<file path="src/rtl/spm_pkg.sv">
// Package with the shared types, field widths and codes of the Sv39 page table mapper.
package spm_pkg;

    localparam int VA_W     = 39;
    localparam int PA_W     = 56;
    localparam int FLAGS_W  = 10;
    localparam int LEVEL_W  = 2;
    localparam int STATUS_W = 2;
    localparam int ADDED_W  = 2;
    localparam int PTE_W    = 64;
    localparam int PPN_W    = 44;
    localparam int VPN_W    = 9;
    localparam int PPN_LSB  = 10;
    localparam int PTE_PAD_W = PTE_W - PPN_W - PPN_LSB;
    localparam int ENTRIES_PER_PAGE = 512;
    localparam int PTE_V_BIT = 0;

    localparam logic [STATUS_W-1:0] ST_OK       = 2'd0;
    localparam logic [STATUS_W-1:0] ST_NO_PAGE  = 2'd1;
    localparam logic [STATUS_W-1:0] ST_OUTSIDE  = 2'd2;

    localparam logic [LEVEL_W-1:0] LEVEL_TOP = 2'd2;

    typedef struct packed {
        logic clr;
        logic idle;
        logic rd;
        logic eval;
        logic leaf;
        logic done;
    } t_cmd;

    typedef struct packed {
        logic clr_last;
        logic req_valid;
        logic top;
        logic err;
        logic last;
        logic out_free;
    } t_sts;

endpackage

</file>
<file path="src/rtl/spm_ctrl.sv">
// Controller state machine that sequences the clearing pass and the table walk.
module spm_ctrl import spm_pkg::*; (
    input  logic i_clk,
    input  logic i_rst_n,
    input  t_sts i_sts,
    output t_cmd o_cmd
);

    localparam logic [2:0] S_CLEAR = 3'd0;
    localparam logic [2:0] S_IDLE  = 3'd1;
    localparam logic [2:0] S_READ  = 3'd2;
    localparam logic [2:0] S_EVAL  = 3'd3;
    localparam logic [2:0] S_LEAF  = 3'd4;
    localparam logic [2:0] S_DONE  = 3'd5;

    logic [2:0] r_state;
    logic [2:0] n_state;

    always_comb begin
        n_state = r_state;
        o_cmd   = '0;
        case (r_state)
            S_CLEAR: begin
                o_cmd.clr = 1'b1;
                if (i_sts.clr_last) begin
                    n_state = S_IDLE;
                end
            end
            S_IDLE: begin
                o_cmd.idle = 1'b1;
                if (i_sts.req_valid) begin
                    n_state = i_sts.top ? S_LEAF : S_READ;
                end
            end
            S_READ: begin
                o_cmd.rd = 1'b1;
                n_state  = S_EVAL;
            end
            S_EVAL: begin
                o_cmd.eval = 1'b1;
                if (i_sts.err) begin
                    n_state = S_DONE;
                end else if (i_sts.last) begin
                    n_state = S_LEAF;
                end else begin
                    n_state = S_READ;
                end
            end
            S_LEAF: begin
                o_cmd.leaf = 1'b1;
                n_state    = S_DONE;
            end
            S_DONE: begin
                if (i_sts.out_free) begin
                    o_cmd.done = 1'b1;
                    n_state    = S_IDLE;
                end
            end
            default: begin
                n_state = S_IDLE;
            end
        endcase
    end

    always_ff @(posedge i_clk) begin
        if (!i_rst_n) begin
            r_state <= S_CLEAR;
        end else begin
            r_state <= n_state;
        end
    end

endmodule

</file>
<file path="config.mk">
export PLATFORM = sky130hd
export DESIGN_NAME = spm_ctrl
export DESIGN_NICKNAME = d
export VERILOG_FILES = /design/src/rtl/spm_pkg.sv /design/src/rtl/spm_ctrl.sv
export SDC_FILE = /design/constraint.sdc
export NUM_CORES = 1
export LEC_CHECK = 0
export BUFFER_PORTS_ARGS = -buffer_cell sky130_fd_sc_hd__buf_2
export CORE_AREA = 8 8 45 47
export CTS_CLUSTER_DIAMETER = 50
export CTS_CLUSTER_SIZE = 20
export DETAILED_ROUTE_END_ITERATION = 6
export DIE_AREA = 0 0 53 55
export PLACE_DENSITY = 0.48
export SLEW_MARGIN = 30
export SYNTH_ARGS = -nofsm -noshare
export SYNTH_HDL_FRONTEND = slang
export SYNTH_SLANG_ARGS = --single-unit
</file>
<file path="constraint.sdc">
create_clock -name i_clk -period 1.8 [get_ports i_clk]
set_input_delay 0.36 -clock i_clk [delete_from_list [all_inputs] [get_ports i_clk]]
set_output_delay 0.36 -clock i_clk [all_outputs]
set_load 0.05 [all_outputs]
</file>
==> flow_summary_export.csv, run 1 <==
group,metric,value,unit
finish,drive_above_1_share,0.489,
place,io_buffers,13,
critical_path,arrival,1.30,ns
floorplan,die_area,0.00292,mm²
finish,largest_reg_flops,3,
finish,top_register,"r_state",
finish,final_cell_mix,"13 x buf_2, 6 x nor2_1, 3 x nand2_1, 3 x clkbuf_4, 3 x dfxtp_1",
drt,antenna_left,0,
critical_path,startpoint,"r_state[0]",
timing,fin_setup_tns,0,ns
finish,nets,56,
drt,wire_per_inst,12.0,µm
yosys,synth_seq_cells,3,
finish,n_fill_cell,147,
power_and_ir_drop,power.density,749,mW/mm²
clock_network,cts.sinks,3,
timing,slew_headroom,0.725,
drt,vias,278,
worst_hold_path,holdPathStages,3,
timing,period_share,0.924,
worst_hold_path,min_to,"r_state[2]",
place,place.gp.congestion,0.690,
critical_path,critPathMaxStageDelay,0.56,ns
floorplan,initial_core_util,0.185,
yosys,yosysWarnings,0,
critical_path,r2r_start,"r_state[0]",
yosys,syn_nets,40,
floorplan,num_rows,14,
critical_path,cp_num_buf_inv,1,
yosys,syn_area_per_cell,8.02,µm²
timing,rsz0062_at_grt,"no",
yosys,synthesis.area,256,µm²
timing,maxSlewViolCount,0,
timing,finalHoldViolCount,0,
worst_hold_path,hold_path.class,"in -> reg",
finish,final_common_cell,"buf_2",
critical_path,timing_worst_setup_path_type,"reg -> out",
critical_path,path_cells,"nand2_1 -> nor2_1 -> buf_2",
critical_path,cp_max_fo,10,
critical_path,regToRegSetupSlack,0.69,ns
finish,layoutNonFillerInstCount,63,
global_route,grt_pass1_wl,1.16,mm
clock_network,h-tree-depth,1,
place,hpwlAfterDp,588,µm
global_route,grt_antenna_before_repair,0,
finish,areaGrowthSynthToFinish,38.5,%
global_route,grt_pass1_vias,272,
floorplan,io_pins,14,
power_and_ir_drop,leakagePower,0.153,nW
floorplan,coreArea,0.00138,mm²
yosys,synth_cell_type_count,20,
clock_network,clock-root-buffer,"clkbuf_4",
critical_path,crit_family,"flip-flops",
yosys,netlist_instances,32,
global_route,grt_usage,0.0524,
drt,drt_iter0_markers,14,
worst_hold_path,min_from,"i_rst_n",
critical_path,startpoint_type,"register",
critical_path,cp-end-kind,"primary output",
yosys,ys_seq_area_frac,0.234,
job,drv_cap,0,
timing,fmax,601,MHz
critical_path,r2r_cells,3,
drt,drc,0,
clock_network,clk_pin_slew,0.04,ns
global_route,grt_overflow_total,0,
finish,top_regs,"r_state: 3 flops",
critical_path,cpMaxStageDelayCell,"dfxtp_1",
timing,setup_viol,0,
clock_network,cts_tree,"yes",
status,status,"completed",
clock_network,cts.repair.resized,0,
critical_path,path_depth,3,
global_route,grt_max_degree,11,
finish,antennaDiodeCount,0,
drt,wirelength,756,µm
timing,whs,0.427,ns
critical_path,reg2reg_to,"r_state[1]",
drt,via_per_inst,4.41,
floorplan,chipHeight,55,µm
clock_network,clockBufferDepth,2,
place,dpl.cell_count,59,
power_and_ir_drop,ir_drop,309,µV
timing,worst-slew-pin-transition,0.413,ns
clock_network,post-cts-setup-buffers,0,
drt,dr.pass1.iters,4,
clock_network,cts_buffers,3,
timing,fin_crit,1.66,ns
power_and_ir_drop,p_total,266,µW
floorplan,die_w,53,µm
clock_network,insertion_delay,0.23,ns
critical_path,required,1.44,ns
clock_network,cts_hold_buffers,0,
timing,fin_skew,0.000768,ns
finish,final_util,0.257,
synth_stat cells:
library cell,count,area (µm²)
a211oi_2,1,12.5
a21oi_1,1,5.00
a21oi_2,1,8.76
a22oi_1,1,7.51
buf_4,1,7.51
buf_6,2,22.5
dfxtp_1,3,60.1
inv_1,1,3.75
mux2i_1,1,10.0
nand2_1,3,11.3
nand2b_4,1,13.8
nand4_1,1,6.26
nor2_1,6,22.5
nor2b_1,1,6.26
nor3_1,2,10.0
nor3b_1,1,7.51
nor3b_2,1,12.5
o21ai_0,1,5.00
o2bb2ai_1,1,8.76
o31ai_1,2,15.0
worst max-delay path by stage:
| stage | end | slack, ns |
|---|---|---|
| floorplan | o_cmd[0] | 0.15 |
| global placement | o_cmd[1] | 0.39 |
| detailed placement | o_cmd[0] | 0.38 |
| CTS | o_cmd[0] | 0.14 |
| global route | o_cmd[0] | 0.06 |
| finish | o_cmd[0] | 0.14 |
cell type report:
class,instances,area (µm²),area share
Clock buffer,4,26.3,0.0739
Inverter,1,3.75,0.0106
Multi-Input combinational cell,25,173,0.486
Sequential cell,3,60.1,0.169
Tap cell,16,20.0,0.0563
Timing Repair Buffer,14,72.6,0.204
tightest hold or removal path, stage by stage:
cell and delay (ns):
buf_2 0.12, nand2_1 0.06, o2bb2ai_1 0.06
per-stage QoR:
stage                     setup slack (ns)  cell area, µm²
final                                0.136             355
after global routing                0.0606             355
after CTS                            0.136             355
after detailed placement             0.379             329
after global placement               0.389             329
after floorplan                      0.146             267
power breakdown:
part | internal, mW | switching, mW
Combinational | 0.0249 | 0.0442
Clock | 0.0830 | 0.0340
Sequential | 0.0701 | 0.00983
per-layer routing:
layer  wire [µm]  up-vias  global-route usage
met3          57        0              0.0321
met5           0        -                   0
li1            -      143                   -
met1         366      127              0.0653
met2         332        8              0.0801
met4           0        0                   0
cells by family (layout without fill, tap and decap cells):
kind of cell,Yosys count,count (layout),share of synthesized area
mux,1,1,0.0390
buf+inv,4,19,0.132
simple gates,16,16,0.351
compound gates,8,8,0.244
flops,3,3,0.234
No activity file was read; power rests on OpenSTA's default activity.
==> run 2: changes to the inputs <==
Settings changed: PLACE_DENSITY 0.48 to 0.45.
==> flow_summary_export.csv, run 2 (synthesized netlist as in run 1, its figures left out) <==
group,metric,value,unit
global_route,grt_overflow_total,0,
place,dpl.cell_count,59,
power_and_ir_drop,power.density,760,mW/mm²
place,io_buffers,13,
finish,drive_above_1_share,0.489,
finish,final_cell_mix,"13 x buf_2, 6 x nor2_1, 3 x nand2_1, 3 x clkbuf_4, 3 x dfxtp_1",
critical_path,path_cells,"nand2_1 -> nor2_1 -> buf_2",
critical_path,timing_worst_setup_path_type,"reg -> out",
clock_network,cts_hold_buffers,0,
clock_network,clockBufferDepth,2,
finish,top_register,"r_state",
floorplan,chipHeight,55,µm
timing,worst-slew-pin-transition,0.383,ns
floorplan,coreArea,0.00138,mm²
timing,rsz0062_at_grt,"no",
timing,finalHoldViolCount,0,
power_and_ir_drop,ir_drop,221,µV
critical_path,regToRegSetupSlack,0.72,ns
drt,antenna_left,0,
clock_network,insertion_delay,0.24,ns
timing,maxSlewViolCount,0,
power_and_ir_drop,leakagePower,0.153,nW
timing,slew_headroom,0.744,
critical_path,cp_max_fo,10,
finish,layoutNonFillerInstCount,63,
timing,whs,0.410,ns
drt,drc,0,
floorplan,num_rows,14,
place,hpwlAfterDp,582,µm
drt,wirelength,747,µm
critical_path,startpoint_type,"register",
global_route,grt_pass1_vias,270,
timing,period_share,0.916,
finish,final_common_cell,"buf_2",
clock_network,clk_pin_slew,0.04,ns
critical_path,critPathMaxStageDelay,0.54,ns
finish,largest_reg_flops,3,
place,place.gp.congestion,0.705,
drt,drt_iter0_markers,5,
clock_network,cts.sinks,3,
timing,fin_skew,0.00388,ns
timing,fin_setup_tns,0,ns
finish,top_regs,"r_state: 3 flops",
clock_network,cts_tree,"yes",
worst_hold_path,hold_path.class,"in -> reg",
timing,fmax,607,MHz
floorplan,die_area,0.00292,mm²
critical_path,cp_num_buf_inv,1,
drt,wire_per_inst,11.9,µm
global_route,grt_pass1_wl,1.15,mm
floorplan,initial_core_util,0.185,
clock_network,clock-root-buffer,"clkbuf_4",
critical_path,cpMaxStageDelayCell,"dfxtp_1",
drt,via_per_inst,4.33,
clock_network,cts_buffers,3,
global_route,grt_max_degree,11,
critical_path,arrival,1.29,ns
global_route,grt_usage,0.0562,
drt,dr.pass1.iters,2,
floorplan,io_pins,14,
critical_path,cp-end-kind,"primary output",
status,status,"completed",
timing,fin_crit,1.65,ns
finish,areaGrowthSynthToFinish,38.5,%
critical_path,crit_family,"flip-flops",
job,drv_cap,0,
finish,antennaDiodeCount,0,
clock_network,post-cts-setup-buffers,0,
floorplan,die_w,53,µm
clock_network,cts.repair.resized,0,
critical_path,required,1.44,ns
drt,vias,273,
finish,final_util,0.257,
global_route,grt_antenna_before_repair,0,
clock_network,h-tree-depth,1,
timing,setup_viol,0,
finish,nets,56,
run 2: report_power, final:
group	internal (mW)	switching, mW	total (mW)
Combinational	0.0249	0.0437	0.0686
Sequential	0.0701	0.00916	0.0792
Clock	0.0834	0.0390	0.122
Total	0.178	0.0919	0.270
run 2: cell type report:
type / instances / area [µm²]
flip-flops and latches: 3 / 60.1
clock buffers: 4 / 26.3
well taps: 16 / 20.0
repair buffers: 14 / 72.6
inverters: 1 / 3.75
multi-input cells: 25 / 173
fillers: 145 / 1030
run 2: worst paths after layout:
path | endpoint | startpoint | depth (start not counted)
setup / recovery | o_cmd[0] | r_state[0] | 3
hold / removal | r_state[2] | i_rst_n | 3
setup reg to reg | r_state[2] | r_state[0] | 3
hold reg to reg | r_state[0] | r_state[1] | 3
run 2: worst reg2reg max path: stages (launching register included):
cell and delay [ns]:
dfxtp_1 0.54, a21oi_1 0.13, nor3b_2 0.20, o2bb2ai_1 0.13
run 2: layer usage:
metal  vias up  track usage  share of wire
met5         -            0              0
met4         0       0.0259         0.0080
met3         2       0.0535           0.11
met2         9       0.0723           0.43
met1       115       0.0606           0.45
li1        147            -              -
run 2: through the flow:
stage / setup slack (ns) / area, µm² / total power, mW
finish: 0.152 / 355 / 0.270
global route: 0.0195 / 355 / 0.294
CTS: 0.142 / 355 / 0.278
detailed placement: 0.404 / 329 / 0.150
global placement: 0.373 / 329 / 0.150
floorplan: 0.146 / 267 / 0.135
